[src/rtl/lie_pkg.sv]
// shared types, codes and constants for the lowest-id leader election block
package lie_pkg;

  // default table size and reset values
  localparam int          MAX_PEERS_DEF = 16;
  localparam logic [15:0] HYST_RESET    = 16'd5000;

  // configuration register indexes
  localparam int          CFG_IDX_W   = 1;
  localparam logic [CFG_IDX_W-1:0] CFG_SELF_ID = 1'd0;
  localparam logic [CFG_IDX_W-1:0] CFG_HYST    = 1'd1;

  // event modes
  localparam logic [2:0] MODE_ONLINE  = 3'd0;
  localparam logic [2:0] MODE_OFFLINE = 3'd1;
  localparam logic [2:0] MODE_CLEAR   = 3'd2;
  localparam logic [2:0] MODE_ADD     = 3'd3;
  localparam logic [2:0] MODE_TICK    = 3'd4;

  // result status codes
  localparam logic [1:0] ST_APPLIED = 2'd0;
  localparam logic [1:0] ST_IGNORED = 2'd1;
  localparam logic [1:0] ST_FULL    = 2'd2;

  // commands broadcast to the cells
  localparam logic [2:0] CMD_NONE       = 3'd0;
  localparam logic [2:0] CMD_ONLINE_HIT = 3'd1;
  localparam logic [2:0] CMD_NEW_FREE   = 3'd2;
  localparam logic [2:0] CMD_OFFLINE    = 3'd3;
  localparam logic [2:0] CMD_CLEAR      = 3'd4;
  localparam logic [2:0] CMD_UNMARK_HIT = 3'd5;

  typedef struct packed {
    logic [2:0]  mode;
    logic [63:0] peer_id;
    logic [31:0] now_ms;
    logic        end_of_set;
  } in_item_t;

  typedef struct packed {
    logic [1:0]  status;
    logic        changed;
    logic [63:0] server_id;
    logic [31:0] epoch;
    logic        is_server;
    logic        grace_pending;
  } out_item_t;

  // scan packet travelling down the row of cells
  typedef struct packed {
    logic [63:0] query;
    logic        hit;
    logic        hit_online;
    logic        hit_marked;
    logic [31:0] hit_stamp;
    logic        free_found;
    logic [63:0] min_key;
  } scan_pkt_t;

  // table update broadcast to every cell
  typedef struct packed {
    logic [2:0]  op;
    logic [63:0] key;
    logic [31:0] stamp;
  } cell_cmd_t;

endpackage

[src/rtl/lie_cell.sv]
// one peer table entry with its stage of the scan chain
module lie_cell (
  input  logic               clk,
  input  logic               rst_n,
  input  logic               in_vld,
  input  lie_pkg::scan_pkt_t in_pkt,
  output logic               out_vld,
  output lie_pkg::scan_pkt_t out_pkt,
  input  lie_pkg::cell_cmd_t cmd
);

  logic [63:0]        key_r, key_nxt;
  logic [31:0]        stamp_r, stamp_nxt;
  logic               online_r, online_nxt;
  logic               marked_r, marked_nxt;
  logic               hit_here_r, hit_here_nxt;
  logic               free_here_r, free_here_nxt;
  logic               vld_r;
  lie_pkg::scan_pkt_t pkt_r, pkt_nxt;
  logic               in_use, match, take_hit, take_free;

  assign in_use    = online_r | marked_r;
  assign match     = in_use && (key_r == in_pkt.query);
  assign take_hit  = !in_pkt.hit && match;
  assign take_free = !in_pkt.free_found && !in_use;

  always_comb begin
    pkt_nxt = in_pkt;
    if (take_hit) begin
      pkt_nxt.hit        = 1'b1;
      pkt_nxt.hit_online = online_r;
      pkt_nxt.hit_marked = marked_r;
      pkt_nxt.hit_stamp  = stamp_r;
    end
    if (take_free) begin
      pkt_nxt.free_found = 1'b1;
    end
    if (online_r && (key_r < in_pkt.min_key)) begin
      pkt_nxt.min_key = key_r;
    end
  end

  assign hit_here_nxt  = in_vld ? take_hit  : hit_here_r;
  assign free_here_nxt = in_vld ? take_free : free_here_r;

  // table updates, addressed by the flags left by the last scan; a clear hits every cell
  always_comb begin
    key_nxt    = key_r;
    stamp_nxt  = stamp_r;
    online_nxt = online_r;
    marked_nxt = marked_r;
    case (cmd.op)
      lie_pkg::CMD_ONLINE_HIT: begin
        if (hit_here_r) online_nxt = 1'b1;
      end
      lie_pkg::CMD_NEW_FREE: begin
        if (free_here_r) begin
          key_nxt    = cmd.key;
          online_nxt = 1'b1;
          marked_nxt = 1'b0;
        end
      end
      lie_pkg::CMD_OFFLINE: begin
        if (hit_here_r) begin
          online_nxt = 1'b0;
          marked_nxt = 1'b1;
          stamp_nxt  = cmd.stamp;
        end
      end
      lie_pkg::CMD_CLEAR: begin
        online_nxt = 1'b0;
        marked_nxt = 1'b0;
      end
      lie_pkg::CMD_UNMARK_HIT: begin
        if (hit_here_r) marked_nxt = 1'b0;
      end
      default: begin
      end
    endcase
  end

  always_ff @(posedge clk) begin
    if (!rst_n) begin
      online_r    <= 1'b0;
      marked_r    <= 1'b0;
      hit_here_r  <= 1'b0;
      free_here_r <= 1'b0;
      vld_r       <= 1'b0;
    end else begin
      online_r    <= online_nxt;
      marked_r    <= marked_nxt;
      hit_here_r  <= hit_here_nxt;
      free_here_r <= free_here_nxt;
      vld_r       <= in_vld;
    end
  end

  always_ff @(posedge clk) begin
    key_r   <= key_nxt;
    stamp_r <= stamp_nxt;
    pkt_r   <= pkt_nxt;
  end

  assign out_vld = vld_r;
  assign out_pkt = pkt_r;

endmodule

[config.mk]
export PLATFORM = sky130hd
export DESIGN_NAME = lie_cell
export DESIGN_NICKNAME = d
export VERILOG_FILES = /design/src/rtl/lie_pkg.sv /design/src/rtl/lie_cell.sv
export SDC_FILE = /design/constraint.sdc
export NUM_CORES = 1
export LEC_CHECK = 0
export BUFFER_PORTS_ARGS = -buffer_cell sky130_fd_sc_hd__buf_2
export CAP_MARGIN = 0
export CORE_AREA = 5 5 166 168
export DETAILED_ROUTE_END_ITERATION = 12
export DIE_AREA = 0 0 171 173
export GPL_TIMING_DRIVEN = 0
export PLACE_DENSITY = 0.68
export SLEW_MARGIN = 15
export SYNTH_ARGS = -nofsm -noshare
export SYNTH_HDL_FRONTEND = slang
export SYNTH_SLANG_ARGS = --single-unit
[constraint.sdc]
create_clock -name clk -period 4.5 [get_ports clk]
set_clock_uncertainty 0.15 [all_clocks]
set_input_delay 0.675 -clock clk [delete_from_list [all_inputs] [get_ports clk]]
set_output_delay 0.675 -clock clk [all_outputs]
set_load 0.01 [all_outputs]
-- Word level (Yosys, flattened, before mapping)
Cells that the tools add are included.
- flip-flop bits (word level): 265
- input port bits: 266
- logic and storage cells: 47
- order comparisons: 1
- eq/ne operators: 10
- mux-type cells: 8
- bitwise operators: 1
- reduce and logical (&&, ||, !) cells: 13
- operators with widths (cell ; count):
    == test 64 bit ; 1
    less-than comparator 64 bit ; 1
    two-way mux 64 bit ; 1
    two-way mux 34 bit ; 1
    inequality test 2 bit (second input constant) ; 4
    case mux 1 bit (4 select lines) ; 2
    AND reduction 4 bit ; 2
    nonzero test 4 bit ; 2
    == test 3 x 2 -> 1 bit (second input constant) ; 2
    == test 3 bit (second input constant) ; 2
    logical AND 1 bit ; 4
    two-way mux 1 bit ; 4
    AND reduction 2 bit ; 2
    == test 3 x 1 -> 1 bit (second input constant) ; 1
    zero test 1 bit ; 3
    bitwise OR 1 bit ; 1

-- Depth between registers and ports, before layout
Gate-level depths: netlist of run 1.
- depth after elaboration: 4
- depth in mapped cells: 11
- gate-level depth less buffers: 9

-- Worst setup path before layout of run 1
OpenSTA, ideal clock, no wires.
- kind: input-to-reg
- start point: input port cmd[97] in the netlist's numbering
- end point: register key_r[0] (enable)
- setup time: 0.429 ns
- data arrival time: 2.447 ns
- path slack: 1.474 ns
- cell stages on the path: 2
- buffers on the path: 0
- cell sequence: nor2b_1 > and3b_1
- cells in the longest elaborated chain, start to end: 2
- RTL lines (what ; line ; text):
    start, declared ; lie_cell.sv:9 ; input lie_pkg::cell_cmd_t cmd
    == test 3 x 2 -> 1 bit ; lie_cell.sv:52 ; case (cmd.op)
    AND reduction 2 bit (no line) ; n/a ;
    end signal, assigned ; lie_cell.sv:99 ; key_r <= key_nxt;
    end, declared ; lie_cell.sv:12 ; logic [63:0] key_r, key_nxt;
No other way between the ends.
A chain may end at the register's enable or synchronous reset.

==> results of run 1 <==
==> kinds of logic (layout without fill, tap and decap cells) <==
logic type	after synthesis	count (layout)	synth area share
DFF	265	265	0.616
xor gates and xnor gates	45	45	0.0387
and+or+nand+nor	93	93	0.0521
buffers and inverters	95	579	0.0417
muxes	101	101	0.129
other	0	2	0
adders and majority gates	63	63	0.0774
AOI/OAI and AO/OA	74	74	0.0458
==> power by group through the flow <==
stage                     Clock (uW)  Combinational [uW]  Sequential, uW
after floorplan                    0                 157            2690
final                           2410                 481            2600
after detailed placement           0                 482            2650
after CTS                       2470                 485            2600
after global placement             0                 471            2650
after global routing            2580                 523            2610
==> metal layers <==
layer | up-vias | global-route usage | wire length (um)
met4 | 4 | 0.0621 | 912
met1 | 3490 | 0.268 | 13500
met3 | 58 | 0.0379 | 2020
met2 | 247 | 0.372 | 16600
li1 | 3536 | - | -
met5 | - | 0 | 25
==> metrics by stage <==
step | power (uW) | worst slack [ps]
2_1_floorplan | 2850 | 1470
3_3_place_gp | 3120 | 281
3_5_place_dp | 3130 | 982
4_1_cts | 5560 | 1290
5_1_grt | 5710 | 1140
6_report | 5490 | 1260
==> critical path: stages, from the launching register on <==
cell	delay [ps]
edfxtp_1	500
ha_1	350
and4_1	220
a221oi_1	540
nand2_1	90
o21ai_0	390
a21oi_1	120
buf_4	220
buf_6	190
mux2_4	320
==> how the worst max path moves through the flow <==
stage | from | end | depth (start not counted)
4_1_cts | key_r[62] | out_pkt[73] | 7
3_3_place_gp | cmd[97] | key_r[8] | 3
6_report | key_r[22] | out_pkt[38] | 9
2_1_floorplan | cmd[97] | key_r[0] | 2
5_1_grt | key_r[19] | out_pkt[38] | 10
3_5_place_dp | in_pkt[17] | out_pkt[3] | 12
==> synthesized netlist by cell type, types with 6 or more instances <==
library cell	instances
mux2_2	39
mux2i_1	12
xnor2_1	13
o22ai_1	8
nand2_1	22
mux2_4	50
nor4_1	11
inv_1	84
nand4_1	17
a21oi_1	26
o21ai_0	12
xor2_1	32
ha_1	63
buf_6	8
nand2b_1	8
nor2_1	13
edfxtp_1	96
a221oi_1	6
dfxtp_1	169
==> final cells by class <==
class                   instances  area, um^2
flip-flops and latches        265        6270
plain buffers                  10         105
inverters                      85         319
clock buffers                  45         867
fillers                      2275       12000
multi-input cells             376        3490
clock inverters                 7         113
well taps                     335         419
diodes                          2        5.00
repair buffers                432        2200
==> registers in the layout, summed over array words and instances, names as in the netlist <==
signal / count
key_r: 64
online_r: 1
free_here_r: 1
hit_here_r: 1
out_pkt: 164
marked_r: 1
stamp_r: 32
out_vld: 1
==> impl_results.md, run 1 <==
* Status: finished clean
* Final ANT Viol Nets at 0
* First-pass GRT wire length at 47200 um
* Finished Core Util at 0.535
* Post-DP HPWL at 27000 um
* Synthesized flop and latch total at 265
* Internal power at 4300 uW
* Num ports at 431
* Global Route Usage Sum at 0.213
* Post-CTS Setup Bufs at 0
* Antenna violations before repair at 4
* Worst vdd ir at 0.280 mV
* Pin slew with the least headroom to its limit at 876 ps
* Worst-path fanout max at 10
* Max-slew violation count at 0
* Crit end category: register
* Clock Root Buffer: clkbuf_16
* NetSw at 1190 uW
* # hold bufs at CTS at 0
* CTS sink cnt at 265
* H-tree levels at 1
* Synth Warn # at 0
* Share of the synthesized area in the top cell type at 0.332
* Leakage at 0.00671 uW
* Worst R2R Start: key_r[22]
* Critical Path Start Type: register
* Combinational share of power at 0.087
* CTS tree: yes
* CORE AREA at 25800 um^2
* EDFF count, synth at 96
* RR Endpoint: out_pkt[38]
* Pin count of the biggest net entering global routing at 46
* Endpoints failing setup at 0
* Post-Syn Area at 10200 um^2
* Die height at 173 um
* Fmax at 309 MHz
* Seq pwr share at 0.473
* Max Cap Viol at 0
* Register area share after synthesis at 0.616
* Number of global-route vias before repair at 7765
* Share of post-route cells with drive strength above 1 at 0.475
* WL per Instance at 21.2 um
* Arr. time, crit path at 3500 ps
* PwrDens at 398 nW/um^2
* Reg2reg path depth at 9
* Post-CTS resize count at 0
* Die boundary width at 171 um
* Final hold slack at 107 ps
* DR iter-0 viols at 337
* Area growth, synth to finish at 35.4%
* Routed wire length at 33100 um
* Vias post-DR at 7335
* Area leader, netlist: dfxtp_1
* Hold Vio Cnt, Final at 0
* Req. time, crit path at 4760 ps
* Worst hold path type: primary input to register
* Non-filler cells, final at 1557
* Buffers added on ports at 430
* Std cell rows at 59
* Drt pass-1 iters at 4
* Asr flop ratio synth at 0
* Hold Path Cell Cnt at 1
* Initial Util at 0.395
* Switching part of the total at 0.217
* Clk pwr share at 0.439
* Hold Path End: out_pkt[101]
* Commonest non-fill, non-tap cell in the layout: buf_2
* Area post-placement at 12800 um^2
* Finished Cell Area at 13800 um^2
* RD Place Congestion at 0.847
* Die area at 29600 um^2
* Fin Setup TNS at 0 ps
* RSZ-0062 raised after global routing: false
* Primary FF master, synth: dfxtp_1
* Hold Path Origin: in_pkt[101]
* Minimum clock period at 3240 ps
* DRC at 0
* Mapped Nets at 1065
* Synth area leaders: dfxtp_1 33%, edfxtp_1 28%, ha_1 7.7%
* Commonest cells after routing, fill and taps aside: 430 x buf_2, 169 x dfxtp_1, 96 x edfxtp_1
* Setup Crit Path Kind: register to register
* Net count, final at 1527
* CTS buffer count at 28
* Distinct cells, synth at 45
* GR Overflow Total at 0
* Syn_area_per_cell at 13.8 um^2
* Period utilization at 0.719
* Clock transition at path regs at 60 ps
* Gate Count Post-Synth at 736
* Clock Tree Buf Depth at 3
* Dpl cells at 1503
* R2R Setup Slk at 1260 ps
* Vias per cell at 4.71
* Worst-Skew Late Latency at 540 ps
* Max_slew headroom at 0.411
No activity file was read; power rests on OpenSTA's default activity.
==> run 2: changes to the inputs <==
clock period = 3.1 ns   (was 4.5 ns; I/O delays follow)
==> impl_results.md, run 2 (same netlist as run 1, synthesis figures left out) <==
* Status: finished clean
* Period utilization at 0.971
* Hold Path Cell Cnt at 2 (+1)
* Crit end category: register
* Setup Crit Path Kind: primary input to register
* Pin count of the biggest net entering global routing at 46 (unchanged)
* Multi-input gate area at 3530 um^2 (+1.1%)
* DRC at 0 (unchanged)
* Commonest cells after routing, fill and taps aside: 430 x buf_2, 218 x dlygate4sd3_1, 169 x dfxtp_1
* Area growth, synth to finish at 57.5%
* RD Place Congestion at 0.847 (unchanged)
* DR iter-0 viols at 397 (+18%)
* Storage element area at 6270 um^2 (unchanged)
* CTS tree: yes
* Reg2reg path depth at 9 (unchanged)
* Clock Root Buffer: clkbuf_16
* Antenna violations before repair at 5 (+1)
* Hold Path Origin: in_pkt[79]
* Hold Vio Cnt, Final at 0 (unchanged)
* WL per Instance at 20.8 um (-2.2%)
* Dpl ws at -208 ps (-1190 ps)
* Global Route Usage Sum at 0.237 (+0.0247)
* PwrDens at 514 nW/um^2 (+29%)
* Max_slew headroom at 0.615 (+0.204)
* CTS buffer count at 28 (unchanged)
* Max Cap Viol at 0 (unchanged)
* Vias post-DR at 8374 (+14%)
* Initial Util at 0.395 (unchanged)
* Share of post-route cells with drive strength above 1 at 0.408 (-0.0675)
* H-tree levels at 1 (unchanged)
* Post-DP HPWL at 27000 um (unchanged)
* Fill cell count at 1957 (-14%)
* Num ports at 431 (unchanged)
* Worst-path fanout max at 10 (unchanged)
* Pin slew with the least headroom to its limit at 573 ps (-303 ps)
* Vias per cell at 4.71 (about the same)
* Clock transition at path regs at 60 ps (about the same)
* Critical Path Start Type: primary input
* Die height at 173 um (unchanged)
* Hold Path End: out_pkt[79]
* Minimum clock period at 3010 ps
* Clock Tree Buf Depth at 3 (unchanged)
* Final ANT Viol Nets at 0 (unchanged)
* Number of global-route vias before repair at 9320 (+20%)
* Drt pass-1 iters at 4 (unchanged)
* Fmax at 332 MHz
* RR Endpoint: out_pkt[3]
* CORE AREA at 25800 um^2 (unchanged)
* Commonest non-fill, non-tap cell in the layout: buf_2
* GR Overflow Total at 0 (unchanged)
* Final WS setup at 89.3 ps (-1180 ps)
* Max-slew violation count at 0 (unchanged)
* Non-filler cells, final at 1779 (+14%)
* Buffers added on ports at 430 (unchanged)
* R2R Setup Slk at 190 ps (-1070 ps)
* Worst hold path type: primary input to register
* Die boundary width at 171 um (unchanged)
* Net count, final at 1746 (+14%)
* Routed wire length at 36900 um (+12%)
* Worst R2R Start: key_r[23]
* Die area at 29600 um^2 (unchanged)
* CTS sink cnt at 265 (unchanged)
* Worst-Skew Late Latency at 540 ps (about the same)
* Leakage at 0.00763 uW (+14%)
* First-pass GRT wire length at 53700 um (+14%)
* Req. time, crit path at 3370 ps (-1390 ps)
* Dpl cells at 1503 (unchanged)
* Max FFs per register at 164 (unchanged)
* Arr. time, crit path at 3280 ps (-220 ps)
* Worst vdd ir at 0.412 mV (+47%)
* Std cell rows at 59 (unchanged)
* Endpoints failing setup at 0 (unchanged)
run 2: cell count changes in the layout (fill, tap and decap cells not counted), sizes merged:
cell	change
dlygate4sd3	+218
diode	+3
buf	+1
run 2: how the worst max path moves through the flow:
stage	slack (ps)	depth (start not counted)	to	startpoint
2_1_floorplan	280	2	key_r[0]	cmd[97]
3_3_place_gp	-910	3	key_r[8]	cmd[97]
3_5_place_dp	-210	12	out_pkt[3]	in_pkt[17]
4_1_cts	30	13	out_pkt[38]	in_pkt[19]
5_1_grt	-10	13	out_pkt[46]	in_pkt[62]
6_report	90	13	out_pkt[3]	in_pkt[11]
run 2: repair_timing:
action	in CTS	in global routing
pin swaps	0	3
endpoints found under the setup margin	79	52
gates resized for setup	5	6
hold buffers	218	0
endpoints found under the hold margin	218	0
buffers inserted	0	1
run 2: final cells by class:
type,instances,area share
repair buffers,651,0.274
flip-flops and latches,265,0.391
diodes,5,0.000780
well taps,335,0.0261
clock inverters,7,0.00702
clock buffers,45,0.0541
multi-input cells,376,0.220
plain buffers,10,0.00726
inverters,85,0.0199
run 2: metal layers:
layer	track usage	vias to the layer above	routed length, um
met3	0.0336	72	1980
met2	0.431	293	19200
met5	0	-	0
met1	0.288	4037	14600
li1	-	3972	-
met4	0.0753	0	1090
run 2: report_power, final:
part	internal, uW	switching [uW]
clock network	2160	1360
logic	533	409
registers	3730	44.0
total	6420	1810
run 2: worst max-delay path, stage by stage:
cell and delay, ps:
dlygate4sd3_1 540, buf_2 120, inv_1 40, ha_1 310, a21oi_1 160, o21ai_0 170
a221oi_1 350, nand2_1 110, o21ai_2 220, a21oi_1 110, buf_6 180, buf_6 170
mux2_4 330
run 2: stage by stage:
stage	total power [uW]	util	setup TNS [ps]	hold slack [ps]	area (um^2)
final	8240	0.622	0	27.8	16000
after global routing	8540	0.622	-100	7.28	16000
after detailed placement	4550	0.497	-14240	310	12800
after floorplan	4140	-	0	299	10200
after global placement	4530	0.495	-70790	300	12800
after CTS	8290	0.621	0	0.130	16000
